`config.mk`:
```
export PLATFORM = sky130hd
export DESIGN_NAME = multilane_multiply_xorshift_hash_core
export DESIGN_NICKNAME = d
export VERILOG_FILES = /design/src/sv/mmxh_pkg.sv /design/src/sv/mmxh_ctrl.sv /design/src/sv/mmxh_datapath.sv /design/src/sv/multilane_multiply_xorshift_hash_core.sv
export VERILOG_INCLUDE_DIRS = /design/src /design/src/sv
export SDC_FILE = /design/constraint.sdc
export NUM_CORES = 2
export LEC_CHECK = 0
export BUFFER_PORTS_ARGS = -buffer_cell sky130_fd_sc_hd__buf_2
export CORE_MARGIN = 2
export CORE_UTILIZATION = 40
export DETAILED_ROUTE_END_ITERATION = 10
export GPL_ROUTABILITY_DRIVEN = 0
export SYNTH_ARGS = -nofsm -noshare
export SYNTH_HDL_FRONTEND = slang
export SYNTH_SLANG_ARGS = --single-unit
```
`constraint.sdc`:
```
create_clock -name i_clk -period 15.85 [get_ports i_clk]
set_input_delay 3.17 -clock i_clk [delete_from_list [all_inputs] [get_ports i_clk]]
set_output_delay 3.17 -clock i_clk [all_outputs]
set_load 0.01 [all_outputs]
```
`src/sv/multilane_multiply_xorshift_hash_core_assert.svh`:
```
// ----------------------------------------------------------------------------
// Assertion macros for the multilane multiply-xorshift hash core
// Same-cycle-implication and next-cycle-implication checks on i_clk, disabled
// while i_rst_n is low. They compile to nothing under SYNTHESIS.
// ----------------------------------------------------------------------------
`ifndef MULTILANE_MULTIPLY_XORSHIFT_HASH_CORE_ASSERT_SVH
`define MULTILANE_MULTIPLY_XORSHIFT_HASH_CORE_ASSERT_SVH

`ifndef SYNTHESIS
// same-cycle implication
`define MMXH_ASSERT_IMP(lbl, ante, cons) \
    lbl: assert property (@(posedge i_clk) disable iff (!i_rst_n) (ante) |-> (cons)) \
        else $error("mmxh assertion failed");
// next-cycle implication
`define MMXH_ASSERT_NXT(lbl, ante, cons) \
    lbl: assert property (@(posedge i_clk) disable iff (!i_rst_n) (ante) |=> (cons)) \
        else $error("mmxh assertion failed");
`else
`define MMXH_ASSERT_IMP(lbl, ante, cons)
`define MMXH_ASSERT_NXT(lbl, ante, cons)
`endif

`endif

```
`src/sv/mmxh_pkg.sv`:
```
`timescale 1ns / 1ps
// ----------------------------------------------------------------------------
// mmxh_pkg
// Shared constants and controller-to-datapath command types for the hash core.
// ----------------------------------------------------------------------------
package mmxh_pkg;

    localparam logic [31:0] GOLD32 = 32'h9E3779B9;
    localparam logic [63:0] GOLD64 = 64'h9E3779B97F4A7C15;

    // datapath operations, one per cycle
    typedef enum logic [3:0] {
        OP_NONE,
        OP_LOAD,    // capture input beat, mask tail bytes, compute tail count
        OP_READ,    // registered read of one accumulator
        OP_XML,     // xor data into accumulator, multiply low half
        OP_MH,      // multiply high half
        OP_MXL,     // xorshift mix, multiply low half
        OP_WRITE,   // write mixed word back to accumulator memory
        OP_TAIL,    // fold operand <= tail count
        OP_FXOR,    // fold operand <= premix of (hash ^ accumulator)
        OP_FFIN,    // fold operand <= premix of hash
        OP_P0,      // 64-bit multiply, low x low partial product
        OP_P1,      // high x low cross term
        OP_P2,      // low x high cross term
        OP_P3,      // sum partial products into hash
        OP_OUT      // present digest, return accumulators to reset value
    } t_op;

    typedef struct packed {
        t_op  op;
        logic zero_data;  // absorb zero instead of the captured word
    } t_cmd;

endpackage

```
`src/sv/mmxh_ctrl.sv`:
```
`timescale 1ns / 1ps
// ----------------------------------------------------------------------------
// mmxh_ctrl
// Sequencer for the hash core: walks each beat through the absorb steps,
// pads the block with zero words, then runs the fold over all accumulators.
// ----------------------------------------------------------------------------
module mmxh_ctrl #(
    parameter  int unsigned BLOCK_WORDS = 16,
    localparam int unsigned AW          = $clog2(BLOCK_WORDS)
) (
    input  logic              i_clk,
    input  logic              i_rst_n,
    input  logic              i_in_valid,
    output logic              o_in_ready,
    input  logic              i_in_last,
    input  logic [3:0]        i_in_count,
    output logic              o_out_valid,
    input  logic              i_out_ready,
    output mmxh_pkg::t_cmd    o_cmd,
    output logic [AW-1:0]     o_addr
);
    import mmxh_pkg::*;

    localparam logic [AW-1:0] LAST = AW'(BLOCK_WORDS - 1);

    localparam logic [3:0] S_IDLE = 4'd0;
    localparam logic [3:0] S_RD   = 4'd1;
    localparam logic [3:0] S_XML  = 4'd2;
    localparam logic [3:0] S_MH1  = 4'd3;
    localparam logic [3:0] S_MXL  = 4'd4;
    localparam logic [3:0] S_MH2  = 4'd5;
    localparam logic [3:0] S_WR   = 4'd6;
    localparam logic [3:0] S_TAIL = 4'd7;
    localparam logic [3:0] S_FRD  = 4'd8;
    localparam logic [3:0] S_FXOR = 4'd9;
    localparam logic [3:0] S_FFIN = 4'd10;
    localparam logic [3:0] S_P0   = 4'd11;
    localparam logic [3:0] S_P1   = 4'd12;
    localparam logic [3:0] S_P2   = 4'd13;
    localparam logic [3:0] S_P3   = 4'd14;
    localparam logic [3:0] S_OUT  = 4'd15;

    // what the 64-bit multiply is working on
    localparam logic [1:0] PH_TAIL = 2'd0;
    localparam logic [1:0] PH_ACC  = 2'd1;
    localparam logic [1:0] PH_FIN  = 2'd2;

    logic [3:0]    r_state, n_state;
    logic [AW-1:0] r_pos, n_pos;
    logic [AW-1:0] r_k, n_k;
    logic          r_last, n_last;
    logic          r_full, n_full;
    logic          r_pad, n_pad;
    logic [1:0]    r_phase, n_phase;
    logic          r_out_valid, n_out_valid;

    // next state and command decode
    always_comb begin
        n_state     = r_state;
        n_pos       = r_pos;
        n_k         = r_k;
        n_last      = r_last;
        n_full      = r_full;
        n_pad       = r_pad;
        n_phase     = r_phase;
        n_out_valid = r_out_valid && !i_out_ready;
        o_in_ready  = 1'b0;
        o_cmd       = '{op: OP_NONE, zero_data: 1'b0};
        o_addr      = r_k;

        unique case (r_state)
            S_IDLE: begin
                o_in_ready = 1'b1;
                o_addr     = r_pos;
                if (i_in_valid) begin
                    o_cmd.op = OP_LOAD;
                    n_k      = r_pos;
                    n_last   = i_in_last;
                    n_full   = i_in_last && (i_in_count >= 4'd8) && (r_pos == LAST);
                    n_pad    = 1'b0;
                    n_state  = S_RD;
                end
            end
            S_RD: begin
                o_cmd.op = OP_READ;
                n_state  = S_XML;
            end
            S_XML: begin
                o_cmd.op        = OP_XML;
                o_cmd.zero_data = r_pad;
                n_state         = S_MH1;
            end
            S_MH1: begin
                o_cmd.op = OP_MH;
                n_state  = S_MXL;
            end
            S_MXL: begin
                o_cmd.op = OP_MXL;
                n_state  = S_MH2;
            end
            S_MH2: begin
                o_cmd.op = OP_MH;
                n_state  = S_WR;
            end
            S_WR: begin
                o_cmd.op = OP_WRITE;
                if (!r_last) begin
                    n_pos   = (r_k == LAST) ? '0 : r_k + AW'(1);
                    n_state = S_IDLE;
                end else if (!r_pad && r_full) begin
                    // block was exactly full: absorb one whole zero block
                    n_k     = '0;
                    n_pad   = 1'b1;
                    n_state = S_RD;
                end else if (r_k == LAST) begin
                    n_state = S_TAIL;
                end else begin
                    n_k     = r_k + AW'(1);
                    n_pad   = 1'b1;
                    n_state = S_RD;
                end
            end
            S_TAIL: begin
                o_cmd.op = OP_TAIL;
                n_phase  = PH_TAIL;
                n_k      = '0;
                n_state  = S_P0;
            end
            S_FRD: begin
                o_cmd.op = OP_READ;
                n_state  = S_FXOR;
            end
            S_FXOR: begin
                o_cmd.op = OP_FXOR;
                n_phase  = PH_ACC;
                n_state  = S_P0;
            end
            S_FFIN: begin
                o_cmd.op = OP_FFIN;
                n_phase  = PH_FIN;
                n_state  = S_P0;
            end
            S_P0: begin
                o_cmd.op = OP_P0;
                n_state  = S_P1;
            end
            S_P1: begin
                o_cmd.op = OP_P1;
                n_state  = S_P2;
            end
            S_P2: begin
                o_cmd.op = OP_P2;
                n_state  = S_P3;
            end
            S_P3: begin
                o_cmd.op = OP_P3;
                unique case (r_phase)
                    PH_TAIL: n_state = S_FRD;
                    PH_ACC: begin
                        if (r_k == LAST) begin
                            n_state = S_FFIN;
                        end else begin
                            n_k     = r_k + AW'(1);
                            n_state = S_FRD;
                        end
                    end
                    default: n_state = S_OUT;
                endcase
            end
            S_OUT: begin
                // wait until the output register is free
                if (!r_out_valid || i_out_ready) begin
                    o_cmd.op    = OP_OUT;
                    n_out_valid = 1'b1;
                    n_pos       = '0;
                    n_state     = S_IDLE;
                end
            end
            default: n_state = S_IDLE;
        endcase
    end

    always_ff @(posedge i_clk) begin
        if (!i_rst_n) begin
            r_state     <= S_IDLE;
            r_pos       <= '0;
            r_k         <= '0;
            r_last      <= 1'b0;
            r_full      <= 1'b0;
            r_pad       <= 1'b0;
            r_phase     <= PH_TAIL;
            r_out_valid <= 1'b0;
        end else begin
            r_state     <= n_state;
            r_pos       <= n_pos;
            r_k         <= n_k;
            r_last      <= n_last;
            r_full      <= n_full;
            r_pad       <= n_pad;
            r_phase     <= n_phase;
            r_out_valid <= n_out_valid;
        end
    end

    assign o_out_valid = r_out_valid;

endmodule

```
`src/sv/mmxh_datapath.sv`:
```
`timescale 1ns / 1ps
// ----------------------------------------------------------------------------
// mmxh_datapath
// Accumulator memory with per-entry valid bits, one shared 32x32 multiplier,
// absorb and fold registers, and the digest output register.
// ----------------------------------------------------------------------------
module mmxh_datapath #(
    parameter  int unsigned BLOCK_WORDS = 16,
    localparam int unsigned AW          = $clog2(BLOCK_WORDS)
) (
    input  logic              i_clk,
    input  logic              i_rst_n,
    input  mmxh_pkg::t_cmd    i_cmd,
    input  logic [AW-1:0]     i_addr,
    input  logic [63:0]       i_data,
    input  logic [3:0]        i_count,
    input  logic              i_last,
    output logic [63:0]       o_hash
);
    import mmxh_pkg::*;

    localparam logic [AW-1:0] LAST = AW'(BLOCK_WORDS - 1);
    localparam int unsigned   TW   = AW + 4;

    // reset value of accumulator k
    function automatic logic [63:0] acc_init(input logic [31:0] k);
        logic [31:0] lo;
        logic [31:0] hi;
        lo = GOLD32 * ((k << 1) + 32'd1);
        hi = GOLD32 * ((k << 1) + 32'd2);
        return {hi, lo};
    endfunction

    logic [63:0]            mem [BLOCK_WORDS];
    logic [BLOCK_WORDS-1:0] r_valid;
    logic [63:0]            r_rd;
    logic                   r_rd_ok;
    logic [63:0]            r_init;
    logic [63:0]            r_data;
    logic [TW-1:0]          r_tail;
    logic [63:0]            r_x;
    logic [63:0]            r_f;
    logic [63:0]            r_p;
    logic [31:0]            r_c;
    logic [63:0]            r_h;
    logic [63:0]            r_out;

    logic [3:0]  cnt;
    logic [63:0] mask;
    logic        full;
    logic [63:0] acc_eff;
    logic [63:0] x_in;
    logic [63:0] mixed;
    logic [63:0] hx;
    logic [31:0] mul_a;
    logic [31:0] mul_b;
    logic [63:0] prod;

    // input beat conditioning: clamp count, zero unused bytes on the last beat
    always_comb begin
        cnt = (i_count > 4'd8) ? 4'd8 : i_count;
        for (int i = 0; i < 8; i++) begin
            mask[i*8 +: 8] = (!i_last || (4'(i) < cnt)) ? 8'hFF : 8'h00;
        end
        full = (cnt == 4'd8) && (i_addr == LAST);
    end

    // accumulator as stored, or its reset value if not yet written
    assign acc_eff = r_rd_ok ? r_rd : r_init;
    assign x_in    = acc_eff ^ (i_cmd.zero_data ? 64'd0 : r_data);
    assign mixed   = r_x ^ (r_x >> 16) ^ (r_x << 32);
    assign hx      = r_h ^ acc_eff;

    // shared multiplier operand select
    always_comb begin
        case (i_cmd.op)
            OP_XML: begin
                mul_a = x_in[31:0];
                mul_b = GOLD32;
            end
            OP_MH: begin
                mul_a = r_x[63:32];
                mul_b = GOLD32;
            end
            OP_MXL: begin
                mul_a = mixed[31:0];
                mul_b = GOLD32;
            end
            OP_P0: begin
                mul_a = r_f[31:0];
                mul_b = GOLD64[31:0];
            end
            OP_P1: begin
                mul_a = r_f[63:32];
                mul_b = GOLD64[31:0];
            end
            OP_P2: begin
                mul_a = r_f[31:0];
                mul_b = GOLD64[63:32];
            end
            default: begin
                mul_a = 32'd0;
                mul_b = 32'd0;
            end
        endcase
    end

    assign prod = {32'd0, mul_a} * {32'd0, mul_b};

    // working registers
    always_ff @(posedge i_clk) begin
        case (i_cmd.op)
            OP_LOAD: begin
                r_data <= i_data & mask;
                r_tail <= full ? '0 : ({1'b0, i_addr, 3'b000} + {{AW{1'b0}}, cnt});
            end
            OP_READ: begin
                r_rd    <= mem[i_addr];
                r_rd_ok <= r_valid[i_addr];
                r_init  <= acc_init({{(32-AW){1'b0}}, i_addr});
            end
            OP_XML:  r_x <= {x_in[63:32], prod[31:0]};
            OP_MH:   r_x <= {prod[31:0], r_x[31:0]};
            OP_MXL:  r_x <= {mixed[63:32], prod[31:0]};
            OP_TAIL: r_f <= {{(64-TW){1'b0}}, r_tail};
            OP_FXOR: r_f <= hx ^ (hx >> 32);
            OP_FFIN: r_f <= r_h ^ (r_h >> 32);
            OP_P0:   r_p <= prod;
            OP_P1:   r_c <= prod[31:0];
            OP_P2:   r_c <= r_c + prod[31:0];
            OP_P3:   r_h <= r_p + {r_c, 32'd0};
            OP_OUT:  r_out <= r_h ^ (r_h >> 32);
            default: ;
        endcase
    end

    // accumulator memory
    always_ff @(posedge i_clk) begin
        if (i_cmd.op == OP_WRITE) begin
            mem[i_addr] <= r_x;
        end
    end

    // valid bits: cleared at reset and after each digest
    always_ff @(posedge i_clk) begin
        if (!i_rst_n) begin
            r_valid <= '0;
        end else if (i_cmd.op == OP_OUT) begin
            r_valid <= '0;
        end else if (i_cmd.op == OP_WRITE) begin
            r_valid[i_addr] <= 1'b1;
        end
    end

    assign o_hash = r_out;

endmodule

```
`src/sv/multilane_multiply_xorshift_hash_core.sv`:
```
`timescale 1ns / 1ps
// ----------------------------------------------------------------------------
// multilane_multiply_xorshift_hash_core
// Stream hash over little-endian 64-bit words with 2*VECTOR_LANES accumulators.
// ----------------------------------------------------------------------------
// A message arrives as 8-byte beats; tlast marks the final beat, whose byte
// count, capped at 8, selects how many low bytes are hashed. Each beat takes
// one accumulator read, four passes through a single shared 32x32
// multiplier and a write-back to the single-port accumulator memory before
// the next beat can be taken. After the last beat the core pads the rest of
// the block with zero words (a whole block of 2*VECTOR_LANES words when the
// block ended exactly full), then folds: the tail count, each accumulator
// and the final mix each go through the 64-bit multiply, and the digest
// register is loaded last. The digest waits in an output register, so a
// new message can start while it is still unread. There is no clearing
// pass; accumulators return to their initial values at once.
module multilane_multiply_xorshift_hash_core #(
    parameter int unsigned VECTOR_LANES = 8
) (
    input  logic        i_clk,
    input  logic        i_rst_n,
    input  logic        i_s_tvalid,
    output logic        o_s_tready,
    input  logic [71:0] i_s_tdata,   // [63:0] data_word, [67:64] byte_count, rest zero
    input  logic        i_s_tlast,   // last
    output logic        o_m_tvalid,
    input  logic        i_m_tready,
    output logic [63:0] o_m_tdata    // [63:0] hash_value
);
    import mmxh_pkg::*;

`include "multilane_multiply_xorshift_hash_core_assert.svh"

    localparam int unsigned BW = 2 * VECTOR_LANES;
    localparam int unsigned AW = $clog2(BW);

    t_cmd          cmd;
    logic [AW-1:0] addr;

    mmxh_ctrl #(
        .BLOCK_WORDS (BW)
    ) u_ctrl (
        .i_clk       (i_clk),
        .i_rst_n     (i_rst_n),
        .i_in_valid  (i_s_tvalid),
        .o_in_ready  (o_s_tready),
        .i_in_last   (i_s_tlast),
        .i_in_count  (i_s_tdata[67:64]),
        .o_out_valid (o_m_tvalid),
        .i_out_ready (i_m_tready),
        .o_cmd       (cmd),
        .o_addr      (addr)
    );

    mmxh_datapath #(
        .BLOCK_WORDS (BW)
    ) u_datapath (
        .i_clk   (i_clk),
        .i_rst_n (i_rst_n),
        .i_cmd   (cmd),
        .i_addr  (addr),
        .i_data  (i_s_tdata[63:0]),
        .i_count (i_s_tdata[67:64]),
        .i_last  (i_s_tlast),
        .o_hash  (o_m_tdata)
    );

    // busy right after a beat is taken
    `MMXH_ASSERT_NXT(a_busy_after_beat, i_s_tvalid && o_s_tready, !o_s_tready)
    // a digest never overwrites one that is still waiting
    `MMXH_ASSERT_IMP(a_no_overwrite, cmd.op == OP_OUT, !o_m_tvalid || i_m_tready)
    // loading a digest raises output valid
    `MMXH_ASSERT_NXT(a_out_follows, cmd.op == OP_OUT, o_m_tvalid)
    // idle and ready means no datapath work is in flight
    `MMXH_ASSERT_IMP(a_idle_quiet, o_s_tready && !i_s_tvalid, cmd.op == OP_NONE)

endmodule

```
## Word level (Yosys, flattened, before mapping)

Memory sizes are Yosys's and may differ from the RTL's. A register that Yosys moved wholly into a read port is not among the register bits.
Index checks and enable logic that the tools add are counted.

| word-level totals | value |
|---|---|
| bits in registers | 523 |
| bits in latches | 0 |
| RAM bits | 1024 |
| bits in read-only memories | 0 |
| logic and storage cells | 187 |
| memories kept | 1 |

| cells by class | value |
|---|---|
| add/subtract/negate cells | 6 |
| multipliers | 3 |
| divide/modulo/power cells | 0 |
| order comparisons | 12 |
| equal/unequal tests | 40 |
| shifts and indexed selects | 0 |
| muxes and demuxes | 53 |
| bitwise operators | 10 |
| reductions and logical operators | 42 |

Memories:

| name | depth | bits a word | rd ports | clocked after memory_dff | wr ports | RTL line | RTL |
|---|---|---|---|---|---|---|---|
| u_datapath.mem | 16 | 64 | 1 | 1 | 1 | mmxh_datapath.sv:34 | `logic [63:0] mem [BLOCK_WORDS];` |

Operator list:

| kind | number |
|---|---|
| $pmux W64 S3 | 2 |
| $xor A64 B64 Y64 | 3 |
| $pmux W32 S5 | 1 |
| $mux W64 | 2 |
| $pmux W32 S2 | 2 |
| $xor A64 B32 Y64 | 2 |
| $pmux W4 S14 | 2 |
| $eq A4 B4 Y1 const B | 19 |
| $add A64 B64 Y64 | 1 |
| $and A64 B64 Y64 | 1 |
| $mul A32 B32 Y32 const A | 2 |
| $mul A32 B32 Y64 | 1 |
| $mux W8 | 8 |
| $xor A64 B48 Y64 | 1 |
| $mux W4 | 14 |
| $add A32 B32 Y32 | 1 |
| $eq A4 B3 Y1 const B | 8 |
| $eq A4 B2 Y1 const B | 4 |
| $lt A3 B4 Y1 const A | 4 |
| $or A16 B16 Y16 | 1 |
| $pmux W4 S2 | 2 |
| $pmux W4 S4 | 1 |
| $mux W1 | 13 |
| $reduce_or A2 Y1 | 5 |
| 35 further kinds | 66 |

## Logic depth before layout (Yosys ltp)

| logic depth | value |
|---|---|
| word-level depth | 10 |
| depth in mapped cells | 47 |
| gate-level depth less buffers | 44 |

## Hierarchy

From an unflattened synthesis, not the netlist that was laid out.

| second synthesis, totals | value |
|---|---|
| cell total of the unflattened synthesis | 6628 |
| area, all modules | 95927.0 µm² |

By module, submodules not included:

| module | times used | cells an instance | area an instance (µm²) | seq. area each (µm²) |
|---|---|---|---|---|
| mmxh_datapath | 1 | 6472 | 94733.4 | 47585.6 |
| mmxh_ctrl | 1 | 156 | 1193.6 | 360.3 |

## Worst setup path before layout

Ideal clock, no wire load.

| timing path | value |
|---|---|
| path type | reg-to-reg |
| start point | reg u_ctrl.r_state[1] |
| end point | reg u_datapath.r_c[31], data pin |
| setup time | 258 ps |
| data arrival time | 10613 ps |
| setup slack | 4979 ps |
| stages on the path, launching flop included | 44 |
| path buffers | 5 |
| clock period less this slack | 10871 ps |
| cell sequence | dfxtp_1 > buf_6 > clkbuf_1 > clkinv_1 > nand2_1 > o21ai_0 > nand2_1 > nand2_1 > nor2_1 > clkbuf_1 > nor2_1 > ha_1 > fa_1 > fa_1 > inv_1 > fa_1 > inv_1 > fa_1 > [... 8 more ...] > o311ai_0 > o21ai_0 > nor2b_1 > o21ai_0 > xnor2_1 > inv_1 > ha_1 > clkbuf_1 > a21o_1 > a21o_1 > a21o_1 > a21oi_1 > nor2b_1 > o21ai_0 > o21ai_1 > mux2_2 > a21oi_1 > xnor2_1 |

| on the way | value |
|---|---|
| cells in the longest elaborated chain, start to end | 9 |
| elaborated cells on any way between the ends | 36 |
| classes of those cells | 1 x add/sub; 1 x mul; 21 x eq/ne; 6 x mux; 1 x bitwise; 6 x reduce/logical |

Ends and longest elaborated chain:

| what | RTL line | RTL |
|---|---|---|
| from (decl) | mmxh_ctrl.sv:48 | `logic [3:0] r_state, n_state;` |
| from (signal assigned) | mmxh_ctrl.sv:194 | `r_state <= n_state;` |
| $eq A4 B1 Y1, or another cell as far along | mmxh_ctrl.sv:71 | `unique case (r_state)` |
| $reduce_or A2 Y1 (no source line) | - |  |
| $pmux W4 S14 | mmxh_ctrl.sv:71 |  |
| $eq A4 B4 Y1, or another cell as far along | mmxh_datapath.sv:76 | `case (i_cmd.op)` |
| $reduce_or A2 Y1 (no source line) / $reduce_or A4 Y1 (equally long branches) | - |  |
| $pmux W32 S5 / $pmux W32 S2 (equally long branches) | mmxh_datapath.sv:76 |  |
| $mul A32 B32 Y64 (*) | mmxh_datapath.sv:108 | `assign prod = {32'd0, mul_a} * {32'd0, mul_b};` |
| net u_datapath.prod[24] | mmxh_datapath.sv:57 | `logic [63:0] prod;` |
| $add A32 B32 Y32 (*) | mmxh_datapath.sv:130 | `OP_P2: r_c <= r_c + prod[31:0];` |
| $pmux W32 S2 (*) | mmxh_datapath.sv:112 | `case (i_cmd.op)` |
| to (signal assigned) | mmxh_datapath.sv:129 | `OP_P1: r_c <= prod[31:0];` |
| to (signal assigned) | mmxh_datapath.sv:130 |  |
| to (decl) | mmxh_datapath.sv:44 | `logic [31:0] r_c;` |

Mark *: on every way through the listed nets, which the timed path passes. The rest lies on a longest branch.
A chain may end at the register's enable or synchronous reset.

## Final worst setup path

| timing path | value |
|---|---|
| start point | reg u_ctrl.r_state[3] |
| end point | reg u_datapath.r_c[31], data pin |

Same word-level chain as after synthesis.

==> results.cfg <==
[run_status]
status = complete, no violations

[clocking]
cts_setup_buffers = 0
cts_tree = built
root_buffer = clkbuf_16
clk_pin_slew_ps = 70
cts_repair_resize_count = 0
ctsLongestPathBuffers = 3
postCtsHoldBufs = 0
htreeDepth = 4
clock_latency_ps = 830
cts_sinks = 1609
cts_made_buffers = 159

[cells_and_area]
area_delta_synth_final_pct = 10.3
nFillCells = 21900
multi_input_area_mm2 = 0.0450
nets = 9676
seq_area_mm2 = 0.0480
drive_above_1_share_pct = 7.04

[synth]
yosys.area_share.simple_pct = 11.7
netlist.area_leader.share_pct = 48.7
seq_area_frac_synth_pct = 49.4
synth_top_area_cell = edfxtp_1
synth_top_family_by_area = adder cells
synthFlopType = edfxtp_1
netlist_top_cells_area = edfxtp_1 (49%), fa_1 (15%), ha_1 (7.3%), nand2_1 (5.1%), inv_1 (3.3%)
synth_mux_area_share_pct = 0.705
synthAdderAreaFrac_pct = 22.5
synth.distinct_cells = 80
synth_warnings = 0
synth_compound_area_share_pct = 7.34
async_reset_ff_share_pct = 0
synthCells = 8207
synth-edff-count = 1575
synthXorXnorAreaFrac_pct = 3.78
synthesis.area_mm2 = 0.0972
yosysMostFrequentCell = edfxtp_1
synth_commonest_cells = edfxtp_1 (1575), nand2_1 (1333), inv_1 (847)
synth_seq_cells = 1609
syn_area_per_cell_um2 = 11.8
syn_nets = 9589

[sta]
slew_violations = 0
finalClockSkew_ps = 36.0
rsz0062_at_grt = no
maxSlewHeadroom_pct = 11.4
fmax_mhz = 74.4
finalHoldViolCount = 0
fin_ws_ps = 2420
setup_tns_ps = 0
worst_slew_pin_slew_ps = 1330
finalSetupViolCount = 0
fin_crit_ps = 13430
fin_crit_sh_pct = 84.7

[routing]
drtAntennaViolNets = 0
viasPerCell = 5.66
wl_per_cell_um = 26.1
dr.pass1.iters = 8
vias = 65700
drt_iter0_drc = 7728
wirelength_um = 304000
drcViolationCount = 0

[grt]
overflow = 0
grt_pass1_wl_um = 441000
grt_max_degree = 132
grt.total_usage_pct = 24.2
antenna_found_initial = 15
grt_pass1_vias = 64600

[pwr]
irDropWorstVdd_v = 0.000513
cellLeakagePower_nw = 43.1
p_per_area_mw_per_mm2 = 211

[setup_path]
worst_path_most_repeated_cell = fa_1
crit_fanout = 24
cp-startpoint = u_ctrl.r_state[3]$_SDFFE_PN0P_
cp_data_required_time_ps = 16430
cp.arrival_ps = 14010
slowest_stage = dfxtp_1
cp-end-kind = flip-flop
start_kind = flip-flop
worst-setup-path-type = flip-flop to flip-flop
rr_startpoint = u_ctrl.r_state[3]$_SDFFE_PN0P_
cpPeakStageDelay_ps = 870

[floorplanning]
die_width_um = 497
pin_count = 143
start_util_pct = 40.3
rows = 180
die-area_mm2 = 0.247
dieHeight_um = 497
core_mm2 = 0.241

[place]
io_buffer_count = 138
dp_hpwl_um = 210000
dp_slack_ps = 2680

[worst_hold_path]
min_path_type = flip-flop to flip-flop
hp-start = u_datapath.r_p[10]$_DFFE_PN_

[job]
timing.max_cap.violations = 0
[power breakdown]
group / internal (mW) / switching, mW / total, mW
clock network: 2.19 / 1.70 / 3.89
logic: 4.58 / 8.15 / 12.7
registers: 5.52 / 0.474 / 5.99
[placed cells by master, fill, tap and decap left out, types with 138 or more instances in the layout]
cell type  netlist  routed
xnor2_1        240     239
nor2_1         192     186
nand3_1        583     582
buf_2            6     138
ha_1           570     570
clkbuf_16        0     161
xor2_1         180     180
nand2_1       1333    1331
edfxtp_1      1575    1575
fa_1           735     735
o21ai_0        188     185
inv_1          847     843
a21oi_1        272     272
[layout make-up]
type | count | area share [%]
flip-flops and latches | 1609 | 44.8
multi-input cells | 5404 | 42.0
clock buffers | 191 | 3.88
well taps | 3185 | 3.72
inverters | 853 | 3.02
repair buffers | 267 | 1.58
clock inverters | 98 | 1.06
diodes | 4 | 0.00934
[per-stage QoR]
stage | total power, mW | cells | instance area (µm²) | hold slack (ps) | util [%]
final | 22.6 | 11600 | 107000 | 415 | 44.5
after global routing | 23.9 | 11600 | 107000 | 415 | 44.5
after CTS | 22.5 | 11600 | 107000 | 402 | 44.5
after detailed placement | 18.6 | 11300 | 102000 | 405 | 42.3
after global placement | 18.4 | 11300 | 102000 | 400 | 42.3
after floorplan | 13.9 | 8207 | 97200 | 400 | -
[flip-flops by register name, summed over array words and instances (netlist names), 2 cells and up]
name	flops
u_ctrl.r_pos	4
u_datapath.r_init	62
u_datapath.mem	1024
u_datapath.r_h	64
u_datapath.r_valid	16
u_datapath.o_hash	64
u_datapath.r_p	64
u_ctrl.r_state	4
u_datapath.r_data	64
u_ctrl.r_phase	2
u_datapath.r_tail	8
u_ctrl.r_k	4
u_datapath.r_f	64
u_datapath.r_c	32
u_datapath.r_x	64
u_datapath.r_rd	64
[kinds of logic after synthesis]
| logic type | Yosys count |
|---|---|
| buf+inv | 1194 |
| compound gates | 1067 |
| xor+xnor | 420 |
| simple gates | 2544 |
| fa+ha+maj | 1305 |
| flops | 1609 |
| mux | 68 |
[worst max-delay path, delay by kind of cell, from the launching register on]
family	cells	cell delay (ps)
AOI/OAI and AO/OA	8	2570
xor gates and xnor gates	2	930
adders and majority gates	10	4660
buffers and inverters	7	1500
DFF	1	870
muxes	1	360
and+or+nand+nor	5	2270
[final timing paths]
| kind | endpoint | cells past startpoint | slack, ps |
|---|---|---|---|
| max reg2reg | u_datapath.r_c[31]$_DFFE_PP_ | 33 | 2420 |
| max | u_datapath.r_c[31]$_DFFE_PP_ | 33 | 2420 |
| min reg2reg | u_datapath.r_h[10]$_DFFE_PN_ | 0 | 410 |
| min | u_datapath.r_h[10]$_DFFE_PN_ | 0 | 410 |
[per-layer routing]
| layer | part of all wire, % | GRT usage, % | up-vias |
|---|---|---|---|
| met2 | 45 | 37.2 | 3234 |
| met5 | 0.012 | 0 | - |
| met3 | 8.9 | 4.13 | 544 |
| met1 | 41 | 33.4 | 33300 |
| met4 | 5.5 | 11.5 | 6 |
| li1 | - | - | 28600 |
No activity file was read; power rests on OpenSTA's default activity.
